[src/rtl/lswc_pkg.sv]
package lswc_pkg;

	// Width of every coordinate field and window register.
	localparam int COORD_W = 12;
	// Default fraction width of the clip parameters.
	localparam int FRAC_BITS_DEF = 16;
	// Width of the register index on the configuration port.
	localparam int CFG_IDX_W = 2;
	// Four divider lanes: entering and leaving parameter for each axis.
	localparam int LANES = 4;
	localparam int LANE_EX = 0;
	localparam int LANE_LX = 1;
	localparam int LANE_EY = 2;
	localparam int LANE_LY = 3;

	// Configuration register indexes.
	typedef enum logic [CFG_IDX_W-1:0] {
		REG_WIN_LEFT   = 2'd0,
		REG_WIN_BOTTOM = 2'd1,
		REG_WIN_RIGHT  = 2'd2,
		REG_WIN_TOP    = 2'd3
	} cfg_reg_t;

	localparam logic signed [COORD_W-1:0] WIN_LEFT_RST   = COORD_W'(0);
	localparam logic signed [COORD_W-1:0] WIN_BOTTOM_RST = COORD_W'(0);
	localparam logic signed [COORD_W-1:0] WIN_RIGHT_RST  = COORD_W'(1023);
	localparam logic signed [COORD_W-1:0] WIN_TOP_RST    = COORD_W'(1023);

	typedef struct packed {
		logic signed [COORD_W-1:0] start_x;
		logic signed [COORD_W-1:0] start_y;
		logic signed [COORD_W-1:0] end_x;
		logic signed [COORD_W-1:0] end_y;
	} in_t;

	typedef struct packed {
		logic                      visible;
		logic signed [COORD_W-1:0] clip_start_x;
		logic signed [COORD_W-1:0] clip_start_y;
		logic signed [COORD_W-1:0] clip_end_x;
		logic signed [COORD_W-1:0] clip_end_y;
	} out_t;

	typedef struct packed {
		logic signed [COORD_W-1:0] left;
		logic signed [COORD_W-1:0] bottom;
		logic signed [COORD_W-1:0] right;
		logic signed [COORD_W-1:0] top;
	} win_t;

	// Segment data that rides alongside the divider lanes.
	typedef struct packed {
		logic                      reject;
		logic signed [COORD_W-1:0] sx;
		logic signed [COORD_W-1:0] sy;
		logic signed [COORD_W:0]   dx;
		logic signed [COORD_W:0]   dy;
	} side_t;

endpackage

[src/rtl/lswc_interp.sv]
module lswc_interp #(
	parameter int FRAC_BITS = lswc_pkg::FRAC_BITS_DEF
) (
	input  logic                clk,
	input  logic                arst_n,
	input  logic                valid_i,
	input  lswc_pkg::side_t     side_i,
	input  logic [FRAC_BITS:0]  quo_i [lswc_pkg::LANES],
	output logic                done,
	output lswc_pkg::out_t      result
);
	import lswc_pkg::*;

	localparam int QW = FRAC_BITS + 1;
	localparam int PW = COORD_W + 1 + QW + 1;
	localparam logic signed [PW:0] HALF = (PW + 1)'(1) << (FRAC_BITS - 1);

	logic          valid_s1;
	side_t         side_s1;
	logic [QW-1:0] u1_s1;
	logic [QW-1:0] u2_s1;
	logic [QW-1:0] u1;
	logic [QW-1:0] u2;

	logic                 valid_s2;
	side_t                side_s2;
	logic signed [PW-1:0] prod_s2 [4];

	logic signed [PW:0]      v     [4];
	logic        [COORD_W-1:0] coord [4];

	// Largest entering and smallest leaving parameter.
	always_comb begin
		u1 = (quo_i[LANE_EX] > quo_i[LANE_EY]) ? quo_i[LANE_EX] : quo_i[LANE_EY];
		u2 = (quo_i[LANE_LX] < quo_i[LANE_LY]) ? quo_i[LANE_LX] : quo_i[LANE_LY];
	end

	always_ff @(posedge clk or negedge arst_n) begin
		if (!arst_n) begin
			valid_s1 <= 1'b0;
			valid_s2 <= 1'b0;
			done     <= 1'b0;
		end else begin
			valid_s1 <= valid_i;
			valid_s2 <= valid_s1;
			done     <= valid_s2;
		end
	end

	// Parameter select, then the four products.
	always_ff @(posedge clk) begin
		side_s1.reject <= side_i.reject | (u1 > u2);
		side_s1.sx     <= side_i.sx;
		side_s1.sy     <= side_i.sy;
		side_s1.dx     <= side_i.dx;
		side_s1.dy     <= side_i.dy;
		u1_s1          <= u1;
		u2_s1          <= u2;
		side_s2        <= side_s1;
		prod_s2[0]     <= PW'(side_s1.dx) * PW'($signed({1'b0, u1_s1}));
		prod_s2[1]     <= PW'(side_s1.dy) * PW'($signed({1'b0, u1_s1}));
		prod_s2[2]     <= PW'(side_s1.dx) * PW'($signed({1'b0, u2_s1}));
		prod_s2[3]     <= PW'(side_s1.dy) * PW'($signed({1'b0, u2_s1}));
	end

	// Round half up, add the start point, blank rejected segments.
	always_comb begin
		for (int i = 0; i < 4; i++) begin
			v[i] = $signed({prod_s2[i][PW-1], prod_s2[i]}) + HALF;
		end
		coord[0] = side_s2.sx + v[0][FRAC_BITS+COORD_W-1:FRAC_BITS];
		coord[1] = side_s2.sy + v[1][FRAC_BITS+COORD_W-1:FRAC_BITS];
		coord[2] = side_s2.sx + v[2][FRAC_BITS+COORD_W-1:FRAC_BITS];
		coord[3] = side_s2.sy + v[3][FRAC_BITS+COORD_W-1:FRAC_BITS];
	end

	always_ff @(posedge clk) begin
		result.visible      <= !side_s2.reject;
		result.clip_start_x <= side_s2.reject ? '0 : coord[0];
		result.clip_start_y <= side_s2.reject ? '0 : coord[1];
		result.clip_end_x   <= side_s2.reject ? '0 : coord[2];
		result.clip_end_y   <= side_s2.reject ? '0 : coord[3];
	end

	// A segment kept past the select stage has ordered parameters.
	a_param_order: assert property (@(posedge clk) disable iff (!arst_n)
		(valid_s1 && !side_s1.reject) |-> (u1_s1 <= u2_s1))
		else $error("entering parameter beyond leaving parameter");

endmodule
[config.mk]
export PLATFORM = sky130hd
export DESIGN_NAME = lswc_interp
export DESIGN_NICKNAME = d
export VERILOG_FILES = /design/src/rtl/lswc_pkg.sv /design/src/rtl/lswc_interp.sv
export SDC_FILE = /design/constraint.sdc
export NUM_CORES = 2
export LEC_CHECK = 0
export BUFFER_PORTS_ARGS = -buffer_cell sky130_fd_sc_hd__clkbuf_2
export CAP_MARGIN = 30
export CORE_UTILIZATION = 55
export CTS_BUF_LIST = sky130_fd_sc_hd__clkbuf_2 sky130_fd_sc_hd__clkbuf_4 sky130_fd_sc_hd__clkbuf_8
export CTS_CLUSTER_SIZE = 28
export DETAILED_ROUTE_END_ITERATION = 8
export GPL_TIMING_DRIVEN = 0
export PLACE_DENSITY = 0.84
export SYNTH_ARGS = -nofsm -noshare
export SYNTH_HDL_FRONTEND = slang
export SYNTH_SLANG_ARGS = --single-unit
[constraint.sdc]
create_clock -name clk -period 13.4 [get_ports clk]
set_clock_uncertainty 0.05 [all_clocks]
set_input_delay 2.01 -clock clk [delete_from_list [all_inputs] [get_ports clk]]
set_output_delay 2.01 -clock clk [all_outputs]
set_load 0.01 [all_outputs]
==> metrics <==
clock latency on the worst-skew pair 610 ps; Synth cell types 60; ys flop type dfxtp_1; Final min period 7260 ps; ys async rst share 1.40%; Commonest cells post-synth inv_1, fa_1, nand2_1, ha_1, and2_1; number of H-tree levels 2; vias roughly 27,000; vias in the first global route 28,700; EDFF count, synth 0; DRC 0; Nets 5,120; antenna violations before repair 3; total clock sinks 214; CP Launch Type flip-flop; DIE WIDTH around 250 um; Area Overhead vs Synth 7.85%; FF+latch area ~4300 um2; Core ar. 63,100 um2; Setup TNS 0 ps; hold crit path type reg -> reg; fmax 0.138 GHz; antenna-violating nets left 0; number of I/O port buffers about 170; initial core utilization ~56%; CTS root buffer clkbuf_8; gpl congestion ~1.0; drt wl/cell 20.3 um; total grt overflow 0; CTS Buffer Depth 3; Post-Syn Instances around 3,700; Max Slew Vio Count 0; syn nets 4,910; largest net degree at the start of global routing 11; flops & latches, synth 214; count leader, synth inv_1; dpl cell area about 37,000 um2; die height roughly 250 um; status finished, final reports clean; final setup fails 0; register area share after synthesis 12.3%; Initial DRT Pass Iterations 6; multi-input logic area 27,600 um2; # rows 92; Die ar. 64,800 um2; first-pass GRT wire length 150 mm; WP data required roughly 14,000 ps; post-synthesis cell type with the largest combined area fa_1; DRT Wirelength just under 100 mm; Final Hold Violating Endpoints 0; Ports 172; top area cells in the synthesized netlist fa_1, ha_1, dfxtp_1, inv_1, and2_1; cts-stage hold buffer count 0; Setup CP Type reg -> reg; TritonCTS Buffers 36; TritonCTS clock tree yes; syn_area_per_cell 9.48 um2; layout cells sized above 1 7.21%; Yosys warning total 0; post-route cell area between 30,000 and 40,000 um2; unrepaired setup endpoints after global routing no; DRT iter0 DRCs around 2,300; area share of the largest cell type after synthesis a little under two fifths; CP Capture Type flip-flop; Post-Place Cells approximately 4,700; Mapped Area 35,100 um2; clk slew on worst S/H paths 60 ps; # Post-CTS Setup Buffers 0; worst-path maximum fanout 10; Slew headroom 34.8%; vias per inst 5.63; Max-cap violations 0; post-cts resize count 0; # fillers 5,198; Post-Layout Cell Count 4,788; post-DP HPWL 79.8 mm; Tcrit/Tclk final 54.2%; Critical Path AT 7750 ps; Global Route Usage Sum between 30 and 40%; worst slew pin tran 978 ps
## area by class of cell
class | count | area share (%)
Sequential cell | 214 | 11.4
Clock inverter | 13 | 0.469
Tap cell | 846 | 2.80
Clock buffer | 51 | 1.71
Multi-Input combinational cell | 2637 | 72.9
Inverter | 694 | 6.88
Buffer | 157 | 1.60
Timing Repair Buffer | 172 | 2.28
Antenna cell | 4 | 0.0264
## layer usage
layer	vias up	track usage, %	wire [um]
li1	11700	-	-
met1	13200	35.8	33600
met2	1618	49.5	44100
met3	496	9.92	12200
met4	2	19.3	7050
met5	-	0.752	69
## metrics by stage
step | hold WS, ps | util [%] | worst slack (ps)
floorplan | 260 | - | 7700
global placement | 261 | 58.7 | 6430
detailed placement | 262 | 58.7 | 6300
CTS | 276 | 60.0 | 6240
global route | 280 | 60.0 | 5870
finish | 275 | 60.0 | 6140
## worst paths after layout
kind / startpoint / to / slack [ps] / cells after the start
setup / recovery: side_s1[15]$_DFF_P_ / prod_s2[2][27]$_DFF_P_ / 6140 / 20
hold / removal: side_s1[45]$_DFF_P_ / side_s2[45]$_DFF_P_ / 280 / 0
setup reg to reg: side_s1[15]$_DFF_P_ / prod_s2[2][27]$_DFF_P_ / 6140 / 20
hold reg to reg: side_s1[45]$_DFF_P_ / side_s2[45]$_DFF_P_ / 280 / 0
max in group asynchronous: arst_n / done$_DFF_PN0_ / 12060 / 1
min in group asynchronous: arst_n / valid_s1$_DFF_PN0_ / 1130 / 1
## kinds of logic after synthesis
group / after synthesis / share of synthesized area (%)
compound gates: 224 / 4.24
xor+xnor: 157 / 3.92
fa+ha+maj: 1086 / 52.8
buf+inv: 851 / 9.15
flops: 214 / 12.3
mux: 51 / 1.73
simple gates: 1119 / 15.9
## critical path, cell delays in order, from the launching register on
cell and delay [ps]:
dfxtp_1 810, clkbuf_1 680, and2_1 260, fa_1 420
inv_1 80, fa_1 450, inv_1 100, fa_1 440
fa_1 460, fa_1 530, fa_1 430, ha_1 310
a2111oi_2 330, o31ai_1 190, o2111ai_1 260, a31oi_1 230
a31oi_1 400, o21ai_1 190, o21ai_0 270, a21oi_1 110
a31oi_1 150
## state kept, by name, indices dropped and copies added (netlist names)
| name | cells |
|---|---|
| done | 1 |
| prod_s2 | 52 |
| result | 49 |
| side_s1 | 51 |
| side_s2 | 25 |
| u1_s1 | 17 |
| u2_s1 | 17 |
| valid_s1 | 1 |
| valid_s2 | 1 |
## cells in the final DEF (no fill, tap or decap), drive strengths merged, types with 20 or more instances in the layout
master	instances
nor2b	53
a21oi	67
ha	426
a21o	47
mux2	34
nand2	456
xnor2	118
clkbuf	374
nand2b	28
nor2	98
nand3	40
dfxtp	211
fa	660
and3	20
inv	696
o21ai	36
xor2	39
and2	375
Power is left out: the tool's default activity adds up to more than one toggle a clock period on the data nets, which glitch-free logic cannot reach.
