--- src/rtl/lswc_pkg.sv ---
package lswc_pkg;

	// Width of every coordinate field and window register.
	localparam int COORD_W = 12;
	// Default fraction width of the clip parameters.
	localparam int FRAC_BITS_DEF = 16;
	// Width of the register index on the configuration port.
	localparam int CFG_IDX_W = 2;
	// Four divider lanes: entering and leaving parameter for each axis.
	localparam int LANES = 4;
	localparam int LANE_EX = 0;
	localparam int LANE_LX = 1;
	localparam int LANE_EY = 2;
	localparam int LANE_LY = 3;

	// Configuration register indexes.
	typedef enum logic [CFG_IDX_W-1:0] {
		REG_WIN_LEFT   = 2'd0,
		REG_WIN_BOTTOM = 2'd1,
		REG_WIN_RIGHT  = 2'd2,
		REG_WIN_TOP    = 2'd3
	} cfg_reg_t;

	localparam logic signed [COORD_W-1:0] WIN_LEFT_RST   = COORD_W'(0);
	localparam logic signed [COORD_W-1:0] WIN_BOTTOM_RST = COORD_W'(0);
	localparam logic signed [COORD_W-1:0] WIN_RIGHT_RST  = COORD_W'(1023);
	localparam logic signed [COORD_W-1:0] WIN_TOP_RST    = COORD_W'(1023);

	typedef struct packed {
		logic signed [COORD_W-1:0] start_x;
		logic signed [COORD_W-1:0] start_y;
		logic signed [COORD_W-1:0] end_x;
		logic signed [COORD_W-1:0] end_y;
	} in_t;

	typedef struct packed {
		logic                      visible;
		logic signed [COORD_W-1:0] clip_start_x;
		logic signed [COORD_W-1:0] clip_start_y;
		logic signed [COORD_W-1:0] clip_end_x;
		logic signed [COORD_W-1:0] clip_end_y;
	} out_t;

	typedef struct packed {
		logic signed [COORD_W-1:0] left;
		logic signed [COORD_W-1:0] bottom;
		logic signed [COORD_W-1:0] right;
		logic signed [COORD_W-1:0] top;
	} win_t;

	// Segment data that rides alongside the divider lanes.
	typedef struct packed {
		logic                      reject;
		logic signed [COORD_W-1:0] sx;
		logic signed [COORD_W-1:0] sy;
		logic signed [COORD_W:0]   dx;
		logic signed [COORD_W:0]   dy;
	} side_t;

endpackage

--- src/rtl/lswc_setup.sv ---
module lswc_setup (
	input  logic                          clk,
	input  logic                          arst_n,
	input  logic                          start,
	input  lswc_pkg::in_t                 item,
	input  lswc_pkg::win_t                win,
	output logic                          valid_s1,
	output lswc_pkg::side_t               side_s1,
	output logic [lswc_pkg::COORD_W-1:0]  num_s1 [lswc_pkg::LANES],
	output logic [lswc_pkg::COORD_W-1:0]  den_s1 [lswc_pkg::LANES]
);
	import lswc_pkg::*;

	typedef struct packed {
		logic               rej;
		logic [COORD_W-1:0] a_e;
		logic [COORD_W-1:0] a_l;
		logic [COORD_W-1:0] m;
	} axis_t;

	// Per-axis Liang-Barsky setup: reject flags and divider operands.
	function automatic axis_t clip_axis(logic signed [COORD_W-1:0] s,
			logic signed [COORD_W:0] d, logic signed [COORD_W-1:0] lo,
			logic signed [COORD_W-1:0] hi);
		logic signed [COORD_W:0] q_lo;
		logic signed [COORD_W:0] q_hi;
		logic signed [COORD_W:0] e;
		logic signed [COORD_W:0] l;
		logic signed [COORD_W:0] mag;
		logic signed [COORD_W:0] ne;
		axis_t r;
		q_lo = $signed({s[COORD_W-1], s}) - $signed({lo[COORD_W-1], lo});
		q_hi = $signed({hi[COORD_W-1], hi}) - $signed({s[COORD_W-1], s});
		r = '0;
		if (d == '0) begin
			// Parallel to this axis: only the bound test matters.
			r.rej = q_lo[COORD_W] | q_hi[COORD_W];
			r.m   = COORD_W'(1);
			r.a_l = COORD_W'(1);
		end else begin
			mag = d[COORD_W] ? -d : d;
			r.m = mag[COORD_W-1:0];
			e   = d[COORD_W] ? q_hi : q_lo;
			l   = d[COORD_W] ? q_lo : q_hi;
			ne  = -e;
			if (e[COORD_W]) begin
				if (ne > mag) begin
					r.rej = 1'b1;
				end
				r.a_e = ne[COORD_W-1:0];
			end
			if (l[COORD_W]) begin
				r.rej = 1'b1;
			end else if (l >= mag) begin
				r.a_l = mag[COORD_W-1:0];
			end else begin
				r.a_l = l[COORD_W-1:0];
			end
		end
		return r;
	endfunction

	logic signed [COORD_W:0] dx;
	logic signed [COORD_W:0] dy;
	axis_t ax;
	axis_t ay;

	always_comb begin
		dx = $signed({item.end_x[COORD_W-1], item.end_x})
			- $signed({item.start_x[COORD_W-1], item.start_x});
		dy = $signed({item.end_y[COORD_W-1], item.end_y})
			- $signed({item.start_y[COORD_W-1], item.start_y});
		ax = clip_axis(item.start_x, dx, win.left, win.right);
		ay = clip_axis(item.start_y, dy, win.bottom, win.top);
	end

	// Stage valid bit.
	always_ff @(posedge clk or negedge arst_n) begin
		if (!arst_n) begin
			valid_s1 <= 1'b0;
		end else begin
			valid_s1 <= start;
		end
	end

	// Stage payload.
	always_ff @(posedge clk) begin
		side_s1.reject   <= ax.rej | ay.rej;
		side_s1.sx       <= item.start_x;
		side_s1.sy       <= item.start_y;
		side_s1.dx       <= dx;
		side_s1.dy       <= dy;
		num_s1[LANE_EX]  <= ax.a_e;
		den_s1[LANE_EX]  <= ax.m;
		num_s1[LANE_LX]  <= ax.a_l;
		den_s1[LANE_LX]  <= ax.m;
		num_s1[LANE_EY]  <= ay.a_e;
		den_s1[LANE_EY]  <= ay.m;
		num_s1[LANE_LY]  <= ay.a_l;
		den_s1[LANE_LY]  <= ay.m;
	end

endmodule

--- config.mk ---
export PLATFORM = sky130hd
export DESIGN_NAME = lswc_setup
export DESIGN_NICKNAME = d
export VERILOG_FILES = /design/src/rtl/lswc_pkg.sv /design/src/rtl/lswc_setup.sv
export SDC_FILE = /design/constraint.sdc
export NUM_CORES = 1
export LEC_CHECK = 0
export ABC_AREA = 1
export BUFFER_PORTS_ARGS = -buffer_cell sky130_fd_sc_hd__buf_2
export CELL_PAD_IN_SITES_DETAIL_PLACEMENT = 0
export CELL_PAD_IN_SITES_GLOBAL_PLACEMENT = 1
export CORE_ASPECT_RATIO = 0.5
export CORE_MARGIN = 10
export CORE_UTILIZATION = 38
export CTS_BUF_LIST = sky130_fd_sc_hd__clkbuf_16
export CTS_CLUSTER_DIAMETER = 60
export DETAILED_ROUTE_END_ITERATION = 8
export GPL_TIMING_DRIVEN = 0
export PLACE_DENSITY_LB_ADDON = 0.1
export SYNTH_ARGS = -nofsm -noshare
export SYNTH_HDL_FRONTEND = slang
export SYNTH_SLANG_ARGS = --single-unit
--- constraint.sdc ---
create_clock -name clk -period 0.8 [get_ports clk]
set_input_delay 0.16 -clock clk [delete_from_list [all_inputs] [get_ports clk]]
set_output_delay 0.16 -clock clk [all_outputs]
set_load 0.1 [all_outputs]
==> run summary <==
Initial antenna violation count = 2
XOR/XNOR share of the synthesized area = 6.015%
Most frequent cells in the layout = 276 x nand2_1, 196 x inv_1, 157 x buf_12
Main combinational cell family by area after synthesis = simple AND/OR/NAND/NOR gates
Peak VDD IR = 2.088 mV
Tot GR Track Use = 22.50%
Worst-path clk slew = 60 ps
Critical path's slowest cell = fa_2
Net Count, Synth = 1709
DP Area = 12900 um2
Synth Cell Area = 9965 um2
Status = complete, but fails checks
Die Ht = 134.5 um
Post-synth top flop = dfxtp_1
Largest net degree at the start of global routing = 17
Via density = 4.927
Synth Instances = 1480
Post-detail-place hpwl = 28690 um
Register area share after synthesis = 24.96%
Post-Synth Simple-Gate Area = 30.44%
Crit path capture type = flip-flop
Layout cells sized above 1 = 52.12%
Final setup viols = 241
Root Buffer = clkbuf_16
Multiplexer area fraction after synthesis = 0.3014%
Crit path kind = in2reg
Fin worst setup slack = -2698 ps
CTS tree = built
Cts bufs inserted = 17
Num rows = 41
Final WL = 39770 um
Max-slew violation count = 0
Startpoint types = input pin
Fin. Hold Viols = 0
Slew margin rel. = 51.69%
Clock period minus worst slack = 3498 ps
Seq cells post-synth = 124
Leak = 0.009232 uW
Input/output buffers = 246
Arrival time worst endpoint = 3840 ps
WL per Instance = 17.47 um
Post-route ant nets = 0
Residual DRC = 0
Die width = 249.0 um
Gr ovfl total = 0
Sink Count = 124
Area grow syn2layout = 92.05%
Fill cells = 1730
Most common cell after layout, fill and taps aside = nand2_1
Clock buffer depth = 2
RSZ-0062 raised after global routing = true
Synth cell types = 50
Starting Density = 39.08%
Post-synthesis compound-gate area fraction = 8.928%
Actual slew at the worst max-slew pin = 717.1 ps
DR WL met3 = 1472 um
TNS Setup = -189890 ps
Pwr dens = 3379 nW/um2
Synth warnings = 0
Failing checks = negative setup slack
M1 wire length = 14670 um
Highest metal layer with signal wires = met4
Number of global-route vias before repair = 11810
# H-tree levels = 4
Adder-cell share of the synthesized area = 16.78%
Die area = 33490 um2
Worst-path fanout max = 6
Avg Inst Size Synth = 6.733 um2
Crit-path max cell delay = 370 ps
Worst endpoint required time = 1140 ps
Design Area, Final = 19140 um2
Fin Hold WS = 49.64 ps
Max Cap Viol = 0
RePlAce Congestion = 0.8722
Async set or reset register ratio after synthesis = 0.8065%
TritonRoute pass-1 iters = 5
Core area = 25500 um2
Fmax = 285.9 MHz
First-pass GRT wire length = 60270 um
Initial DRC count = 484
EDFF count, synth = 0
Final period util = 437.2%
Via Count = 11210
Fin nets = 2146
Worst Hold Class = in2async
Met2 WL = 22150 um
# IOs = 247
==> report_power, final <==
part           total, uW  internal, uW  switching (uW)
clock network       8250          5140            3110
logic              46500         17900           28700
registers           9880          8320            1560
total              64700         31300           33300
==> timing repair <==
| item | in CTS | in global routing |
|---|---|---|
| hold buffers | 26 | 0 |
| endpoints found under the hold margin | 26 | 0 |
| setup endpoints to repair | 243 | 243 |
| pin swaps | 126 | 121 |
| gates resized for setup | 951 | 182 |
| cloned | 4 | 2 |
| setup buffers | 113 | 51 |
==> worst max path at each step <==
stage | start | endpoint | slack [ps]
global route | item[32] | side_s1[50] | -2870
CTS | item[24] | side_s1[50] | -2650
finish | item[24] | side_s1[50] | -2700
floorplan | item[12] | side_s1[50] | -2750
detailed placement | item[0] | side_s1[50] | -3620
global placement | item[0] | side_s1[50] | -3540
==> cells in the mapped netlist, drive strengths merged, types with 2 or more instances <==
cell type | number | share of area, %
nand2 | 389 | 15
inv | 259 | 9.8
nor2 | 160 | 6.5
ha | 124 | 16
dfxtp | 123 | 25
nand3 | 92 | 5.0
a21oi | 65 | 3.4
o21ai | 60 | 3.2
xor2 | 50 | 4.6
buf | 37 | 2.6
nand4 | 27 | 1.8
xnor2 | 15 | 1.4
nor3 | 14 | 0.70
nand3b | 9 | 0.68
o21bai | 7 | 0.53
a21o | 6 | 0.45
a31oi | 6 | 0.38
fa | 6 | 1.2
or2 | 6 | 0.38
clkbuf | 4 | 0.15
a22oi | 3 | 0.23
mux2i | 3 | 0.30
o21a | 3 | 0.23
a211oi | 2 | 0.15
o31ai | 2 | 0.15
==> through the flow <==
step | worst slack (ps) | cells | power [uW] | utilization [%]
after floorplan | -2748 | 1480 | 36060 | -
after global placement | -3543 | 2070 | 41360 | 50.58
after detailed placement | -3625 | 2070 | 41720 | 50.58
after CTS | -2647 | 2224 | 61520 | 70.84
after global routing | -2871 | 2276 | 67280 | 75.06
final | -2698 | 2276 | 64660 | 75.06
==> registers in the layout, summed over array words and instances (netlist names) <==
register,flops
valid_s1,1
num_s1,48
den_s1,24
side_s1,51
==> cells by family (layout without fill, tap and decap cells) <==
group | Yosys count | after routing
and+or+nand+nor | 700 | 700
buffers and inverters | 301 | 751
AOI/OAI and AO/OA | 157 | 157
adders and majority gates | 130 | 130
DFF | 124 | 124
xor gates and xnor gates | 65 | 65
muxes | 3 | 3
other | 0 | 2
==> layer usage <==
layer  vias up  track usage, %
li1       5551               -
met1      5288           22.25
met2       279           45.40
met3        96           4.144
met4         0           9.541
met5         -               0
==> cell type report <==
cell class	instances	area (um2)	area share, %
Multi-Input combinational cell	1055	8643	45.17
Timing Repair inverter	1	11.26	0.05884
Buffer	20	306.5	1.602
Clock buffer	17	425.4	2.223
Antenna cell	2	5.005	0.02615
Sequential cell	124	2706	14.14
Inverter	260	1067	5.577
Timing Repair Buffer	438	5360	28.01
Clock inverter	15	181.4	0.9480
Tap cell	344	430.4	2.249
==> critical path, delay by kind of cell <==
kind	cells	cell delay (ps)
compound gates	5	660
fa+ha+maj	4	1000
buf+inv	4	390
simple gates	17	1610
No activity file was read; power rests on OpenSTA's default activity.
